[src/hdl/circular_deque_defines.svh]
// ---------------------------------------------------------------------------
// circular_deque assertion macros
// Shared property shorthands for the deque's checks.
// ---------------------------------------------------------------------------
`ifndef CIRCULAR_DEQUE_DEFINES_SVH
`define CIRCULAR_DEQUE_DEFINES_SVH

// Same-cycle implication, sampled on clk, off during reset.
`define CDQ_ASSERT_NOW(lbl, ante, cons, msg) \
  lbl: assert property (@(posedge clk) disable iff (!rst_n) (ante) |-> (cons)) \
    else $error(msg);

// Next-cycle implication, sampled on clk, off during reset.
`define CDQ_ASSERT_NEXT(lbl, ante, cons, msg) \
  lbl: assert property (@(posedge clk) disable iff (!rst_n) (ante) |=> (cons)) \
    else $error(msg);

`endif

[src/hdl/cdq_pkg.sv]
// ---------------------------------------------------------------------------
// cdq_pkg
// Types and codes shared by the deque top level and its storage cells.
// ---------------------------------------------------------------------------
`default_nettype none

package cdq_pkg;

  localparam int VAL_W  = 32;  // value field width on both channels
  localparam int WIDE_W = 64;  // widest supported stored element

  typedef enum logic [2:0] {
    CMD_PUSH_REAR  = 3'd0,
    CMD_PUSH_FRONT = 3'd1,
    CMD_POP_FRONT  = 3'd2,
    CMD_POP_REAR   = 3'd3,
    CMD_DISPLAY    = 3'd4
  } cmd_t;

  typedef enum logic [1:0] {
    STAT_OK    = 2'd0,
    STAT_FULL  = 2'd1,
    STAT_EMPTY = 2'd2
  } status_t;

  // what a cell loads next cycle
  typedef enum logic [2:0] {
    CELL_HOLD  = 3'd0,
    CELL_LOAD  = 3'd1,
    CELL_LEFT  = 3'd2,
    CELL_RIGHT = 3'd3,
    CELL_HEAD  = 3'd4
  } cell_op_t;

  typedef struct packed {
    cmd_t                    cmd;
    logic signed [VAL_W-1:0] push_value;
  } in_item_t;

  typedef struct packed {
    status_t                 status;
    logic signed [VAL_W-1:0] out_value;
    logic                    last;
  } out_item_t;

endpackage

`default_nettype wire

[src/hdl/cdq_cell.sv]
// ---------------------------------------------------------------------------
// cdq_cell
// One element of the deque chain: holds a value, or takes a new one from
// the push data, either neighbour, or the front cell.
// ---------------------------------------------------------------------------
`default_nettype none

module cdq_cell
  import cdq_pkg::*;
#(
  parameter int DATA_WIDTH = 32
) (
  input  logic                  clk,
  input  cell_op_t              op,
  input  logic [DATA_WIDTH-1:0] load_data,
  input  logic [DATA_WIDTH-1:0] left_data,
  input  logic [DATA_WIDTH-1:0] right_data,
  input  logic [DATA_WIDTH-1:0] head_data,
  output logic [DATA_WIDTH-1:0] q
);

  logic [DATA_WIDTH-1:0] data_r;
  logic [DATA_WIDTH-1:0] data_nxt;

  always_comb begin
    case (op)
      CELL_HOLD:  data_nxt = data_r;
      CELL_LOAD:  data_nxt = load_data;
      CELL_LEFT:  data_nxt = left_data;
      CELL_RIGHT: data_nxt = right_data;
      CELL_HEAD:  data_nxt = head_data;
      default:    data_nxt = data_r;
    endcase
  end

  always_ff @(posedge clk) begin
    data_r <= data_nxt;
  end

  assign q = data_r;

endmodule

`default_nettype wire

[src/hdl/circular_deque.sv]
// ---------------------------------------------------------------------------
// circular_deque
// Fixed-depth double-ended queue built as a row of storage cells.
// ---------------------------------------------------------------------------
//
//   channel | ports                      | carries
//   --------+----------------------------+------------------------------
//   input   | in_valid/in_ready/in_data  | cmd, push_value
//   result  | out_valid/out_ready/out_data | status, out_value, last
//
// Push and pop each complete with one transfer; the result lands in the output
// register at the accepting edge.
// Display of n held elements is one transfer, then one rotation step of the cell
// chain per element. A refused display gives its result at the transfer alone.
// Reset (rst_n, synchronous) empties the deque; cell contents are not reset.
// A stalled result register blocks new input transfers and display steps.
// ---------------------------------------------------------------------------
`default_nettype none

module circular_deque
  import cdq_pkg::*;
#(
  parameter int DEPTH      = 8,
  parameter int DATA_WIDTH = 32
) (
  input  logic      clk,
  input  logic      rst_n,
  input  logic      in_valid,
  output logic      in_ready,
  input  in_item_t  in_data,
  output logic      out_valid,
  input  logic      out_ready,
  output out_item_t out_data
);

`include "circular_deque_defines.svh"

  localparam int IDX_W = $clog2(DEPTH);
  localparam int CNT_W = $clog2(DEPTH + 1);

  typedef enum logic [1:0] {
    ST_IDLE = 2'b01,
    ST_SHOW = 2'b10
  } state_t;

  state_t            state_r, state_nxt;
  logic [CNT_W-1:0]  count_r, count_nxt;     // held elements; front is cell 0
  logic [CNT_W-1:0]  disp_left_r, disp_left_nxt;
  logic              out_valid_r, out_valid_nxt;
  out_item_t         out_item_r, out_item_nxt;

  logic [DATA_WIDTH-1:0] cell_q [DEPTH];
  logic [DATA_WIDTH-1:0] push_data;
  logic [DATA_WIDTH-1:0] rear_data;
  logic [CNT_W-1:0]      count_m1;
  logic [IDX_W-1:0]      rear_idx;
  logic [WIDE_W-1:0]     push_wide;

  logic acc, out_can, is_empty, is_full, emit;
  logic act_push_rear, act_push_front, act_pop_front, act_rotate;
  status_t               em_status;
  logic [DATA_WIDTH-1:0] em_data;
  logic                  em_last;

  function automatic logic [VAL_W-1:0] to_field(input logic [DATA_WIDTH-1:0] d);
    logic [WIDE_W-1:0] w;
    w = WIDE_W'(d);  // stored value zero-extended, then cut to field
    return w[VAL_W-1:0];
  endfunction

  // --- handshake -----------------------------------------------------------
  assign out_can  = !out_valid_r || out_ready;
  assign in_ready = (state_r == ST_IDLE) && out_can;
  assign acc      = in_valid && in_ready;

  assign is_empty = (count_r == '0);
  assign is_full  = (count_r == CNT_W'(DEPTH));
  assign count_m1 = count_r - CNT_W'(1);
  assign rear_idx = count_m1[IDX_W-1:0];
  assign rear_data = cell_q[rear_idx];

  assign push_wide = {{(WIDE_W - VAL_W){1'b0}}, in_data.push_value};
  assign push_data = push_wide[DATA_WIDTH-1:0];

  // --- command decode and display sequencing -------------------------------
  always_comb begin
    state_nxt      = state_r;
    count_nxt      = count_r;
    disp_left_nxt  = disp_left_r;
    act_push_rear  = 1'b0;
    act_push_front = 1'b0;
    act_pop_front  = 1'b0;
    act_rotate     = 1'b0;
    emit           = 1'b0;
    em_status      = STAT_OK;
    em_data        = '0;
    em_last        = 1'b1;
    case (state_r)
      ST_IDLE: begin
        if (acc) begin
          case (in_data.cmd)
            CMD_PUSH_REAR, CMD_PUSH_FRONT: begin
              emit = 1'b1;
              if (is_full) begin
                em_status = STAT_FULL;
              end else begin
                act_push_rear  = (in_data.cmd == CMD_PUSH_REAR);
                act_push_front = (in_data.cmd == CMD_PUSH_FRONT);
                count_nxt      = count_r + CNT_W'(1);
              end
            end
            CMD_POP_FRONT, CMD_POP_REAR: begin
              emit = 1'b1;
              if (is_empty) begin
                em_status = STAT_EMPTY;
              end else begin
                em_data       = (in_data.cmd == CMD_POP_FRONT) ? cell_q[0] : rear_data;
                act_pop_front = (in_data.cmd == CMD_POP_FRONT);
                count_nxt     = count_m1;
              end
            end
            CMD_DISPLAY: begin
              if (is_empty) begin
                emit      = 1'b1;
                em_status = STAT_EMPTY;
              end else begin
                state_nxt     = ST_SHOW;
                disp_left_nxt = count_r;
              end
            end
            default: ;  // unused codes: no result
          endcase
        end
      end
      ST_SHOW: begin
        // front cell goes out, the held region rotates by one
        if (out_can) begin
          emit          = 1'b1;
          em_data       = cell_q[0];
          em_last       = (disp_left_r == CNT_W'(1));
          act_rotate    = 1'b1;
          disp_left_nxt = disp_left_r - CNT_W'(1);
          if (em_last) begin
            state_nxt = ST_IDLE;
          end
        end
      end
      default: state_nxt = ST_IDLE;
    endcase
  end

  // --- cell chain ----------------------------------------------------------
  for (genvar i = 0; i < DEPTH; i++) begin : g_cell
    localparam logic [CNT_W-1:0] POS = CNT_W'(i);
    cell_op_t              op_c;
    logic [DATA_WIDTH-1:0] left_d, right_d;

    if (i == 0) begin : g_first
      assign left_d = push_data;
    end else begin : g_mid_l
      assign left_d = cell_q[i-1];
    end
    if (i == DEPTH - 1) begin : g_last
      assign right_d = cell_q[0];
    end else begin : g_mid_r
      assign right_d = cell_q[i+1];
    end

    always_comb begin
      op_c = CELL_HOLD;
      if (act_push_rear && POS == count_r) begin
        op_c = CELL_LOAD;
      end else if (act_push_front) begin
        if (i == 0) begin
          op_c = CELL_LOAD;
        end else if (POS <= count_r) begin
          op_c = CELL_LEFT;
        end
      end else if ((act_pop_front || act_rotate) && POS < count_m1) begin
        op_c = CELL_RIGHT;
      end else if (act_rotate && POS == count_m1) begin
        op_c = CELL_HEAD;
      end
    end

    cdq_cell #(
      .DATA_WIDTH (DATA_WIDTH)
    ) u_cell (
      .clk        (clk),
      .op         (op_c),
      .load_data  (push_data),
      .left_data  (left_d),
      .right_data (right_d),
      .head_data  (cell_q[0]),
      .q          (cell_q[i])
    );
  end

  // --- result register -----------------------------------------------------
  always_comb begin
    out_valid_nxt = out_valid_r;
    out_item_nxt  = out_item_r;
    if (emit) begin
      out_valid_nxt          = 1'b1;
      out_item_nxt.status    = em_status;
      out_item_nxt.out_value = to_field(em_data);
      out_item_nxt.last      = em_last;
    end else if (out_ready) begin
      out_valid_nxt = 1'b0;
    end
  end

  always_ff @(posedge clk) begin
    if (!rst_n) begin
      state_r     <= ST_IDLE;
      count_r     <= '0;
      disp_left_r <= '0;
      out_valid_r <= 1'b0;
    end else begin
      state_r     <= state_nxt;
      count_r     <= count_nxt;
      disp_left_r <= disp_left_nxt;
      out_valid_r <= out_valid_nxt;
    end
  end

  always_ff @(posedge clk) begin
    out_item_r <= out_item_nxt;
  end

  assign out_valid = out_valid_r;
  assign out_data  = out_item_r;

  // --- checks --------------------------------------------------------------
  `CDQ_ASSERT_NOW(a_count_bound, 1'b1, count_r <= CNT_W'(DEPTH), "deque count above depth")
  `CDQ_ASSERT_NOW(a_show_blocks, state_r == ST_SHOW, !in_ready, "input taken during display")
  `CDQ_ASSERT_NEXT(a_show_entry,
    acc && in_data.cmd == CMD_DISPLAY && !is_empty,
    state_r == ST_SHOW, "display did not start")
  `CDQ_ASSERT_NEXT(a_full_refuse,
    acc && (in_data.cmd == CMD_PUSH_REAR || in_data.cmd == CMD_PUSH_FRONT) && is_full,
    out_valid_r && out_data.status == STAT_FULL && count_r == CNT_W'(DEPTH),
    "full push not refused")

endmodule

`default_nettype wire
[config.mk]
export PLATFORM = sky130hd
export DESIGN_NAME = circular_deque
export DESIGN_NICKNAME = d
export VERILOG_FILES = /design/src/hdl/cdq_pkg.sv /design/src/hdl/cdq_cell.sv /design/src/hdl/circular_deque.sv
export VERILOG_INCLUDE_DIRS = /design/src /design/src/hdl
export SDC_FILE = /design/constraint.sdc
export NUM_CORES = 1
export LEC_CHECK = 0
export BUFFER_PORTS_ARGS = -buffer_cell sky130_fd_sc_hd__buf_2
export CAP_MARGIN = 20
export CORE_UTILIZATION = 40
export CTS_CLUSTER_DIAMETER = 80
export DETAILED_ROUTE_END_ITERATION = 10
export PLACE_DENSITY = 0.67
export SLEW_MARGIN = 40
export SYNTH_ARGS = -nofsm -noshare
export SYNTH_HDL_FRONTEND = slang
export SYNTH_SLANG_ARGS = --single-unit
[constraint.sdc]
create_clock -name clk -period 12.6 [get_ports clk]
set_input_delay 2.52 -clock clk [delete_from_list [all_inputs] [get_ports clk]]
set_output_delay 2.52 -clock clk [all_outputs]
set_load 0.1 [all_outputs]
==> flow_metrics.tcl <==
set metrics [dict create \
    status "completed" \
    synthArstFlopShare_pct 0 \
    path_cells "buf_2 > nand2b_1 > and2_1 > buf_2" \
    initial_core_util_pct 40.9 \
    rows 77 \
    leakage_nw 6.74 \
    yosys.area_share.simple_pct 6.67 \
    grt_start_max_net_pins 57 \
    r2r_end "g_cell[6].u_cell.q[28]" \
    synth_top_family_by_area "compound AO/OA/AOI/OAI gates" \
    dp_hpwl_mm 34.9 \
    relSlewSlack_pct 44.8 \
    finalCriticalPeriod_ns 5.98 \
    first_pass_iters 6 \
    finalClockSkew_ns 0.0133 \
    vias 14900 \
    yosysWarningCount 0 \
    drt_wl_total_mm 62.5 \
    ir_drop_uv 240 \
    hold_start "state_r[0]" \
    cts_root_buf "clkbuf_16" \
    path_buf_inv 2 \
    stdcell_count 2042 \
    io_pins 76 \
    synth_edf_count 291 \
    die_w_um 215 \
    clkTransAtPathRegs_ns 0.06 \
    die_area_sq_mm 0.0463 \
    syn-cell-area_sq_mm 0.0182 \
    layout_common_cells "edfxtp_1 (291), a221o_1 (143), a22o_1 (135), nand2_1 (80), a21oi_1 (75)" \
    grt-ovfl-total 0 \
    drive_gt1_share_pct 23.4 \
    drtIter0Drc 2170 \
    synthTopCellsByArea "edfxtp_1 (48%), mux4_2 (7.9%), a221o_1 (7.9%)" \
    htreeDepth 2 \
    critPathKind "primary input to primary output" \
    antenna_left 0 \
    r2r_cells 9 \
    synth_seq_cells 302 \
    syn_to_final_growth_pct 11.1 \
    grt_usage_pct 26.4 \
    crit_family "buffers and inverters" \
    layout_commonest_cell "edfxtp_1" \
    port_buffers 75 \
    cts_made_buffers 35 \
    maxSlewViolCount 0 \
    rrSetupSlack_ns 7.51 \
    slowest_stage "buf_2" \
    setup_tns_ns 0 \
    final_core_util_pct 45.4 \
    synth_fa_ha_area_share_pct 0.688 \
    tightest_slew_ns 0.828 \
    crit_path_start_kind "primary input" \
    crit_top_cell "buf_2" \
    rsz0062_at_grt "false" \
    power_mw 3.80 \
    p_per_area_mw_per_mm2 188 \
    worst-path-max-fanout 7 \
    finalCritPeriodShare_pct 47.5 \
    cts_resized 0 \
    clockBufferDepth 3 \
    syn_area_per_cell_sq_um 12.4 \
    reg2reg_from "count_r[0]" \
    wire_per_inst_um 30.6 \
    grt_pass1_vias 14600 \
    core_area_sq_mm 0.0445 \
    whs_path_depth 2 \
    postCtsSetupRepairBufs 0 \
    clk_latency_ns 0.53 \
    antenna_cells 0 \
    cp.required_ns 10.08 \
    synth_xor_area_share_pct 0.193 \
    antenna_found_initial 1 \
    setup_viol 0 \
    syn-num-nets 1510 \
    cts_tree "built" \
    hold_path_end "state_r[0]" \
    drv_cap 0 \
    hold_viol 0 \
    cp.arrival_ns 3.46 \
    yosysUniqueCellTypes 69 \
    gp_congestion 0.913 \
    hold_path.class "flop to flop" \
    grt_pass1_wl_mm 93.2 \
    synth_top_cell_by_area "edfxtp_1" \
    cpPeakStageDelay_ns 0.42 \
    route.detailed.drc 0 \
    synth-seq-area-share_pct 49.3 \
    synth-compound-area-share_pct 24.2 \
    cts.hold.buffers_added 0 \
    synth.top_cell.area_share_pct 48.1 \
    nNetsFinal 1475 \
    max_freq_mhz 167 \
    die_h_um 215 \
    viasPerCell 7.31 \
    yosys-mux-area-fraction_pct 13.9 \
    synthCells 1461 \
    clock_sinks 302 \
    fin_hold_ws_ns 0.520 \
    synth_flop_cell "edfxtp_1" \
    placed_cells 1981 \
    cp-end-kind "primary output" \
]
[where the power goes]
| part | internal [mW] | switching, mW |
|---|---|---|
| clock network | 0.593 | 0.418 |
| registers | 1.33 | 0.134 |
| logic | 0.434 | 0.889 |
| total | 2.36 | 1.44 |
[routing by layer]
| metal | global-route usage, % | part of all wire (%) | vias up |
|---|---|---|---|
| li1 | - | - | 6011 |
| met3 | 5.52 | 11 | 204 |
| met2 | 42.6 | 47 | 1208 |
| met4 | 10.8 | 3.8 | 0 |
| met5 | 0 | 0 | - |
| met1 | 34.5 | 38 | 7496 |
[worst max path at each step]
stage | from | to | depth (start not counted)
after global routing | out_ready | in_ready | 4
after detailed placement | in_data[32] | g_cell[7].u_cell.q[28] | 10
after CTS | out_ready | in_ready | 4
after floorplan | out_ready | in_ready | 2
final | out_ready | in_ready | 4
after global placement | in_data[32] | g_cell[6].u_cell.q[14] | 7
[cell usage after synthesis (all sizes together) (11+ instances only)]
master / number
buf: 78
mux4: 64
nand2: 83
a221o: 143
mux2: 64
nor3: 57
o31ai: 21
nor2: 19
nand3: 22
a31oi: 16
dfxtp: 11
a22o: 135
a21oi: 78
mux2i: 36
inv: 34
edfxtp: 291
a222oi: 14
a21o: 22
clkbuf: 109
o221ai: 32
a22oi: 29
[through the flow]
stage          setup WS, ns  cell area, sq um
5_1_grt                6.60             20200
2_1_floorplan          6.60             18200
4_1_cts                6.62             20200
6_report               6.62             20200
3_5_place_dp           6.41             19100
3_3_place_gp           6.08             19000
[logic make-up (layout without fill, tap and decap cells)]
| group | Yosys count | after routing |
|---|---|---|
| buf+inv | 221 | 210 |
| fa+ha+maj | 10 | 10 |
| compound gates | 529 | 529 |
| simple gates | 231 | 231 |
| mux | 164 | 164 |
| flops | 302 | 302 |
| xor+xnor | 4 | 4 |
[flip-flops by register name, indices dropped and copies added (netlist names)]
signal,flops
g_cell.u_cell.q,256
state_r,2
out_data,35
out_valid,1
count_r,4
disp_left_r,4
[worst min-delay path, cell delays in order, from the launching register on]
cell and delay [ns]:
dfxtp_1 0.32, nand2_1 0.06, o211ai_1 0.08
[cell type report]
class	count	area (sq um)
multi-input combinational	938	8550
sequential	302	8960
fill	4023	24300
timing repair buffer	115	721
clock buffer	42	945
inverter	34	128
clock inverter	19	161
tap	592	741
Power figures use the tool's default switching activity.
